[src/cpli_pkg.sv]
// ----------------------------------------------------------------------------
// cpli_pkg: shared types and constants
// Coordinate widths, the sequencer states and the divider request/response
// structs used by the closed path interpolator.
// ----------------------------------------------------------------------------
package cpli_pkg;

  localparam int COORD_W   = 32;           // signed q16.16 coordinate
  localparam int MAG_W     = COORD_W + 1;  // magnitude of a coordinate difference
  localparam int STEP_W    = 6;            // segment_steps register width
  localparam int MAX_STEPS = 32;
  localparam int IDX_W     = $clog2(MAX_STEPS);
  localparam logic [STEP_W-1:0] STEPS_RESET = STEP_W'(8);

  typedef enum logic [1:0] {
    ST_IDLE,
    ST_DIV_GO,
    ST_DIV_WAIT,
    ST_EMIT
  } cpli_state_t;

  typedef struct packed {
    logic              start;
    logic [MAG_W-1:0]  dividend;
    logic [STEP_W-1:0] divisor;
  } div_req_t;

  typedef struct packed {
    logic              done;
    logic [MAG_W-1:0]  quot;
    logic [STEP_W-1:0] rem;
  } div_rsp_t;

  // zero counts as one, large values clamp to the maximum
  function automatic logic [STEP_W-1:0] eff_steps(input logic [STEP_W-1:0] v);
    logic [STEP_W-1:0] n;
    n = v;
    if (v == '0) begin
      n = STEP_W'(1);
    end else if (v > STEP_W'(MAX_STEPS)) begin
      n = STEP_W'(MAX_STEPS);
    end
    return n;
  endfunction

endpackage

[src/cpli_divider.sv]
// ----------------------------------------------------------------------------
// cpli_divider: radix-2 restoring divider
// Divides an unsigned magnitude by a small step count, one quotient bit
// per cycle; done pulses once quotient and remainder are valid.
// ----------------------------------------------------------------------------
module cpli_divider (
  input  logic               clk,
  input  logic               rst,
  input  cpli_pkg::div_req_t req,
  output cpli_pkg::div_rsp_t rsp
);
  import cpli_pkg::*;

  localparam int CNT_W = $clog2(MAG_W + 1);

  logic [MAG_W-1:0]  dq;
  logic [STEP_W-1:0] rem;
  logic [STEP_W-1:0] divisor;
  logic [CNT_W-1:0]  cnt;
  logic              busy;
  logic              done;

  logic [STEP_W:0]   trial;
  logic              fits;

  assign trial = {rem, dq[MAG_W-1]};
  assign fits  = trial >= {1'b0, divisor};

  always_ff @(posedge clk) begin
    if (rst) begin
      busy <= 1'b0;
      done <= 1'b0;
      cnt  <= '0;
    end else begin
      done <= busy && (cnt == CNT_W'(1));
      if (req.start) begin
        busy <= 1'b1;
        cnt  <= CNT_W'(MAG_W);
      end else if (busy) begin
        cnt <= cnt - CNT_W'(1);
        if (cnt == CNT_W'(1)) begin
          busy <= 1'b0;
        end
      end
    end
  end

  always_ff @(posedge clk) begin
    if (req.start) begin
      dq      <= req.dividend;
      rem     <= '0;
      divisor <= req.divisor;
    end else if (busy) begin
      dq  <= {dq[MAG_W-2:0], fits};
      rem <= fits ? STEP_W'(trial - {1'b0, divisor}) : trial[STEP_W-1:0];
    end
  end

  assign rsp.done = done;
  assign rsp.quot = dq;
  assign rsp.rem  = rem;

endmodule

[src/closed_path_linear_interpolator.sv]
// ----------------------------------------------------------------------------
// closed_path_linear_interpolator: waypoint stream to evenly spaced points
// Emits segment_steps points per path segment (zero as one, clamped to 32),
// closing the loop to the first waypoint on the final one; one shared divider sets up each segment.
// ----------------------------------------------------------------------------
// sequence: a non-final first waypoint is only absorbed; every other
//   waypoint runs 1 or 2 segments, each with divider setup
//   (33 quotient bits per axis, x/y/z in turn) before its n points
// throughput: one point per cycle while emitting unless out_ready stalls; between segments the single divider bounds it
// reset: synchronous, clears the open path, the points and segment_steps=8
// ----------------------------------------------------------------------------
module closed_path_linear_interpolator (
  input  logic                                 clk,
  input  logic                                 rst,
  // configuration
  input  logic                                 cfg_wr_en,
  input  logic [cpli_pkg::STEP_W-1:0]          cfg_wr_data,
  // waypoint input
  input  logic                                 in_valid,
  output logic                                 in_ready,
  input  logic signed [cpli_pkg::COORD_W-1:0]  pos_x,
  input  logic signed [cpli_pkg::COORD_W-1:0]  pos_y,
  input  logic signed [cpli_pkg::COORD_W-1:0]  pos_z,
  input  logic                                 is_final,
  // point output
  output logic                                 out_valid,
  input  logic                                 out_ready,
  output logic signed [cpli_pkg::COORD_W-1:0]  out_x,
  output logic signed [cpli_pkg::COORD_W-1:0]  out_y,
  output logic signed [cpli_pkg::COORD_W-1:0]  out_z,
  output logic                                 run_end
);
  import cpli_pkg::*;

  // configuration register
  logic [STEP_W-1:0] segment_steps;

  // path state
  logic signed [COORD_W-1:0] first_point [3];
  logic signed [COORD_W-1:0] prev_point  [3];
  logic                      have_prev;

  // current segment endpoints
  logic signed [COORD_W-1:0] seg_start [3];
  logic signed [COORD_W-1:0] seg_end   [3];
  logic                      close_pending;  // closing segment still to run
  logic                      last_seg;       // this segment ends the item

  // step setup per axis: |diff| = qd * n + rd
  logic [MAG_W-1:0]  qd  [3];
  logic [STEP_W-1:0] rd  [3];
  logic              neg [3];

  // running quotient/remainder of |diff| * s / n per axis
  logic [MAG_W-1:0]  acc_q      [3];
  logic [STEP_W-1:0] acc_r      [3];
  logic [MAG_W-1:0]  acc_q_next [3];
  logic [STEP_W-1:0] acc_r_next [3];
  logic signed [COORD_W-1:0] point [3];

  logic [STEP_W-1:0] n_cur;
  logic [IDX_W-1:0]  s_cnt;
  logic [1:0]        axis;
  logic              s_last;

  cpli_state_t state, state_next;
  logic        in_xfer;
  logic        out_xfer;
  logic        emit_load;  // next point goes into the output register

  div_req_t div_req;
  div_rsp_t div_rsp;

  // difference on the axis being set up
  logic signed [MAG_W-1:0] diff;
  logic        [MAG_W-1:0] diff_mag;

  assign in_xfer  = in_valid && in_ready;
  assign out_xfer = out_valid && out_ready;
  assign s_last   = ({1'b0, s_cnt} == n_cur - STEP_W'(1));

  assign diff     = MAG_W'(seg_end[axis]) - MAG_W'(seg_start[axis]);
  assign diff_mag = diff[MAG_W-1] ? MAG_W'(-diff) : MAG_W'(diff);

  assign div_req.start    = (state == ST_DIV_GO);
  assign div_req.dividend = diff_mag;
  assign div_req.divisor  = n_cur;

  cpli_divider u_div (
    .clk (clk),
    .rst (rst),
    .req (div_req),
    .rsp (div_rsp)
  );

  // per axis lanes: advance s by one and form the current point
  always_comb begin
    logic [STEP_W:0]    r_sum;
    logic [COORD_W+1:0] offs;
    logic [COORD_W+1:0] sum;
    for (int c = 0; c < 3; c++) begin
      r_sum = {1'b0, acc_r[c]} + {1'b0, rd[c]};
      if (r_sum >= {1'b0, n_cur}) begin
        acc_r_next[c] = STEP_W'(r_sum - {1'b0, n_cur});
        acc_q_next[c] = acc_q[c] + qd[c] + MAG_W'(1);
      end else begin
        acc_r_next[c] = r_sum[STEP_W-1:0];
        acc_q_next[c] = acc_q[c] + qd[c];
      end
      offs     = neg[c] ? -{1'b0, acc_q[c]} : {1'b0, acc_q[c]};
      sum      = {{2{seg_start[c][COORD_W-1]}}, seg_start[c]} + offs;
      point[c] = sum[COORD_W-1:0];
    end
  end

  // sequencer
  always_ff @(posedge clk) begin
    if (rst) begin
      state <= ST_IDLE;
    end else begin
      state <= state_next;
    end
  end

  always_comb begin
    state_next = state;
    in_ready   = 1'b0;
    emit_load  = 1'b0;
    unique case (state)
      ST_IDLE: begin
        // nothing is taken while reset is held
        in_ready = !rst;
        if (in_valid && (have_prev || is_final)) begin
          state_next = ST_DIV_GO;
        end
      end
      ST_DIV_GO: begin
        state_next = ST_DIV_WAIT;
      end
      ST_DIV_WAIT: begin
        if (div_rsp.done) begin
          state_next = (axis == 2'd2) ? ST_EMIT : ST_DIV_GO;
        end
      end
      ST_EMIT: begin
        emit_load = !out_valid || out_ready;
        if (emit_load && s_last) begin
          state_next = close_pending ? ST_DIV_GO : ST_IDLE;
        end
      end
      default: begin
        state_next = ST_IDLE;
      end
    endcase
  end

  // control registers
  always_ff @(posedge clk) begin
    if (rst) begin
      segment_steps <= STEPS_RESET;
      have_prev     <= 1'b0;
      close_pending <= 1'b0;
      last_seg      <= 1'b0;
      out_valid     <= 1'b0;
      axis          <= '0;
      s_cnt         <= '0;
      n_cur         <= STEP_W'(1);
    end else begin
      if (cfg_wr_en) begin
        segment_steps <= cfg_wr_data;
      end
      if (in_xfer) begin
        n_cur <= eff_steps(segment_steps);
        axis  <= '0;
        if (!have_prev) begin
          // lone final waypoint runs only the closing segment onto itself
          have_prev     <= !is_final;
          close_pending <= 1'b0;
          last_seg      <= 1'b1;
        end else begin
          have_prev     <= !is_final;
          close_pending <= is_final;
          last_seg      <= !is_final;
        end
      end
      if (state == ST_DIV_WAIT && div_rsp.done) begin
        axis  <= (axis == 2'd2) ? 2'd0 : axis + 2'd1;
        s_cnt <= '0;
      end
      if (emit_load) begin
        out_valid <= 1'b1;
        s_cnt     <= s_cnt + IDX_W'(1);
        if (s_last && close_pending) begin
          close_pending <= 1'b0;
          last_seg      <= 1'b1;
        end
      end else if (out_xfer) begin
        out_valid <= 1'b0;
      end
    end
  end

  // path points
  always_ff @(posedge clk) begin
    if (rst) begin
      for (int c = 0; c < 3; c++) begin
        first_point[c] <= '0;
        prev_point[c]  <= '0;
      end
    end else if (in_xfer) begin
      prev_point[0] <= pos_x;
      prev_point[1] <= pos_y;
      prev_point[2] <= pos_z;
      if (!have_prev) begin
        first_point[0] <= pos_x;
        first_point[1] <= pos_y;
        first_point[2] <= pos_z;
      end
    end
  end

  // segment endpoints and per axis step terms
  always_ff @(posedge clk) begin
    if (in_xfer) begin
      seg_end[0] <= pos_x;
      seg_end[1] <= pos_y;
      seg_end[2] <= pos_z;
      if (have_prev) begin
        for (int c = 0; c < 3; c++) begin
          seg_start[c] <= prev_point[c];
        end
      end else begin
        seg_start[0] <= pos_x;
        seg_start[1] <= pos_y;
        seg_start[2] <= pos_z;
      end
    end else if (emit_load && s_last && close_pending) begin
      // closing segment: from this waypoint back to the first one
      for (int c = 0; c < 3; c++) begin
        seg_start[c] <= prev_point[c];
        seg_end[c]   <= first_point[c];
      end
    end
    if (state == ST_DIV_WAIT && div_rsp.done) begin
      qd[axis]    <= div_rsp.quot;
      rd[axis]    <= div_rsp.rem;
      neg[axis]   <= diff[MAG_W-1];
      acc_q[axis] <= '0;
      acc_r[axis] <= '0;
    end
    if (emit_load) begin
      for (int c = 0; c < 3; c++) begin
        acc_q[c] <= acc_q_next[c];
        acc_r[c] <= acc_r_next[c];
      end
    end
  end

  // output register
  always_ff @(posedge clk) begin
    if (emit_load) begin
      out_x   <= point[0];
      out_y   <= point[1];
      out_z   <= point[2];
      run_end <= last_seg && s_last;
    end
  end

  // divider answers only while the sequencer waits on it
  a_div_done_waiting : assert property (@(posedge clk) disable iff (rst)
    div_rsp.done |-> state == ST_DIV_WAIT)
    else $error("divider done outside of setup wait");

  // remainders stay below the step count while emitting
  a_rem_range : assert property (@(posedge clk) disable iff (rst)
    state == ST_EMIT |-> acc_r[0] < n_cur && acc_r[1] < n_cur && acc_r[2] < n_cur)
    else $error("step remainder out of range");

  // the last point of the item returns the sequencer to idle
  a_end_to_idle : assert property (@(posedge clk) disable iff (rst)
    emit_load && last_seg && s_last |=> state == ST_IDLE)
    else $error("sequencer kept running after the last point");

  // latched step count stays in its legal range
  a_n_range : assert property (@(posedge clk) disable iff (rst)
    state != ST_IDLE |-> n_cur != '0 && n_cur <= STEP_W'(MAX_STEPS))
    else $error("latched step count out of range");

endmodule

[config.mk]
export PLATFORM = sky130hd
export DESIGN_NAME = closed_path_linear_interpolator
export DESIGN_NICKNAME = d
export VERILOG_FILES = /design/src/cpli_pkg.sv /design/src/cpli_divider.sv /design/src/closed_path_linear_interpolator.sv
export SDC_FILE = /design/constraint.sdc
export NUM_CORES = 2
export LEC_CHECK = 0
export ABC_AREA = 1
export BUFFER_PORTS_ARGS = -buffer_cell sky130_fd_sc_hd__buf_2
export CORE_MARGIN = 1
export CORE_UTILIZATION = 55
export CTS_CLUSTER_DIAMETER = 30
export DETAILED_ROUTE_END_ITERATION = 8
export PLACE_DENSITY = 0.7
export SLEW_MARGIN = 25
export SYNTH_ARGS = -nofsm -noshare
export SYNTH_HDL_FRONTEND = slang
export SYNTH_HIERARCHICAL = 1
export SYNTH_SLANG_ARGS = --single-unit
[constraint.sdc]
create_clock -name clk -period 8.01 [get_ports clk]
set_input_delay 0.4005 -clock clk [delete_from_list [all_inputs] [get_ports clk]]
set_output_delay 0.4005 -clock clk [all_outputs]
set_load 0.05 [all_outputs]
==> impl_metrics.toml <==
[min_path]
hold_depth = 3
hold_class = "input pin to flip-flop"

[logic_synthesis]
syn-num-nets = 7015
synth_area_um2 = 52000
postSynth.asyncResetShare = 0
seq_area_frac_synth = 0.450
synth_cell_types = 59
synth-seq-cells = 792
synth-edff-count = 751
synth_ff_type = "edfxtp_1"
syn_avg_cell_area_um2 = 7.85
syn_inst = 6621
yosysWarningCount = 6

[global_route]
grt_pass1_vias = 43600
grt_start_max_net_pins = 196
grt_antenna_before_repair = 12
grt_overflow_total = 0
grt_pass1_wl_um = 263000
track_usage = 0.374

[clock_network]
cts_tree = "built"
cts_made_buffers = 159
postCtsHoldBufs = 91
root_buffer = "clkbuf_16"
cts_setup_buffers = 0
clockBufferDepth = 3
cts_sinks = 792
clk_latency_ns = 0.79
cts_resized = 0
h-tree-depth = 4
cts.clk_slew.worst_paths_ns = 0.06

[place]
portBuffers = 206
dp_hpwl_um = 136000
gp_congestion = 0.983
place_ws_ns = 3.20

[timing]
fin_hold_ws_ns = 0.0251
finalWorstSetupSlack_ns = 3.07
rsz0062_at_grt = "no"
slew_viol_final = 0
finalHoldViolCount = 0
max_freq_mhz = 203
max-slew-margin-rel = 0.277
clock_skew_ns = 0.0591
finalCritPeriodShare = 0.616
setup_viol = 0
timing.setup.tns_ns = 0
worst_pin_slew_ns = 1.08
fin_crit_ns = 4.94

[routing]
drcViolationCount = 0
vias = 46900
first_iter_violations = 4810
finalWirelength_um = 180000
routedWlPerCell_um = 21.5
ant_nets = 0
via_per_inst = 5.61
drt_pass1_iterations = 7

[die]
core_um2 = 93500
rows = 112
initial_core_util = 0.556
die_x_um = 309
die-area_um2 = 95700
die_y_um = 309
io_pins = 207

[pwr]
power_leakage_uw = 0.0273
powerDensity_nw_per_um2 = 303
vdd.ir_drop.worst_mv = 0.249

[worst_setup_path]
arrival_ns = 5.48
cp-start-kind = "flip-flop"
cp-end-kind = "flip-flop"
cp_data_required_time_ns = 8.55
critPathMaxFanout = 64
critPathKind = "flip-flop to flip-flop"
rr_worst_depth = 22

[finish]
num-nets-final = 7370
area_growth_pct = 17.1
drive_gt1_frac = 0.0928
fin_util = 0.651

[job]
maxCapViolCount = 0

[outcome]
status = "finished clean"
metal layers:
metal,vias up,part of all wire,track usage,routed length [µm]
met1,22000,0.41,0.498,74000
met2,2031,0.44,0.581,79500
met4,8,0.049,0.168,8730
li1,22600,-,-,-
met5,-,0.0011,0,199
met3,362,0.096,0.0848,17300
stage by stage:
| stage | std cells | instance area, µm² | total power (µW) |
|---|---|---|---|
| 5_1_grt | 8367 | 60900 | 19200 |
| 3_3_place_gp | 7977 | 54300 | 11400 |
| 3_5_place_dp | 7977 | 54300 | 11500 |
| 6_report | 8372 | 60900 | 18400 |
| 2_1_floorplan | 6621 | 52000 | 9490 |
| 4_1_cts | 8366 | 60800 | 18300 |
worst max-delay path, stage by stage, from the launching register on:
cell and delay, ns:
dfxtp_2 0.95, inv_2 0.03, buf_4 0.34, o211ai_1 0.28, o21ai_0 0.18, fa_1 0.45, inv_1 0.13, nand3_1 0.11
nand2_1 0.16, nand2_1 0.09, nand3_1 0.11, nand2_1 0.09, nand2_1 0.10, nand2_1 0.07, nand2_1 0.06, nand2_1 0.06
nand2_2 0.54, inv_1 0.30, nor2_1 0.19, xor2_1 0.15, inv_1 0.05, nand2_1 0.06, nand2_1 0.05
layout make-up:
class / count / area [µm²]
antenna: 5 / 12.5
clock buffer: 170 / 4080
clock inverter: 128 / 1510
fill: 7891 / 32600
inverter: 887 / 3330
multi-input combinational: 4812 / 24800
sequential: 792 / 23400
tap: 1254 / 1570
timing repair buffer: 324 / 2180
state kept, by name, summed over array words and instances (netlist names), 2 cells and up, named ones only:
signal         cells
acc_q             96
acc_r             18
u_div/cnt          6
seg_start         96
out_y             32
qd                96
segment_steps      6
neg                3
n_cur              6
state              2
seg_end           96
u_div/rem          6
first_point       96
out_z             32
out_x             32
prev_point        96
axis               2
s_cnt              5
u_div/divisor      6
u_div/dq          33
rd                18
cells by family after synthesis:
family | share of synthesized area
and+or+nand+nor | 0.268
buffers and inverters | 0.0744
AOI/OAI and AO/OA | 0.0951
DFF | 0.450
adders and majority gates | 0.0709
xor gates and xnor gates | 0.0418
cell usage in the layout (no fill, tap or decap), drive strengths merged, types with 16 or more instances in the layout:
master | synthesis | final
a21oi | 389 | 389
a31oi | 22 | 22
buf | 43 | 233
bufinv | 0 | 16
clkbuf | 87 | 170
clkinv | 2 | 61
clkinvlp | 0 | 26
dfxtp | 41 | 41
dlygate4sd3 | 0 | 91
edfxtp | 751 | 751
ha | 272 | 272
inv | 885 | 912
nand2 | 1949 | 1949
nand3 | 361 | 361
nand3b | 27 | 27
nand4 | 68 | 68
nor2 | 799 | 799
nor3 | 96 | 96
nor4 | 17 | 17
o21a | 20 | 20
o21ai | 422 | 422
o21bai | 21 | 21
xnor2 | 86 | 86
xor2 | 161 | 161
Yosys cell counts, drive strengths merged, types with 22 or more instances:
| master | instances | area share |
|---|---|---|
| nor2 | 799 | 0.060 |
| buf | 43 | 0.0040 |
| dfxtp | 41 | 0.016 |
| o21ai | 422 | 0.041 |
| a21oi | 389 | 0.038 |
| clkbuf | 87 | 0.0063 |
| nand3b | 27 | 0.0039 |
| nor3 | 96 | 0.010 |
| nand2 | 1949 | 0.14 |
| xnor2 | 86 | 0.014 |
| inv | 885 | 0.064 |
| nand4 | 68 | 0.0082 |
| edfxtp | 751 | 0.43 |
| ha | 272 | 0.065 |
| a31oi | 22 | 0.0026 |
| nand3 | 361 | 0.036 |
| xor2 | 161 | 0.027 |
final timing paths:
kind	from	to	slack [ns]
min reg2reg	n_cur[3]	u_div/divisor[3]	0.48
max reg2reg	flip-flop	u_div/dq[21]	3.07
min	pos_y[17]	first_point[0][49]	0.03
max	flip-flop	u_div/dq[21]	3.07
power breakdown:
part / leakage (µW) / switching [µW] / internal [µW]
Combinational: 0.0172 / 3500 / 1530
Sequential: 0.00750 / 1020 / 5580
Clock: 0.00265 / 2500 / 4300
Total: 0.0273 / 7020 / 11400
(Power assumes the default switching activity.)
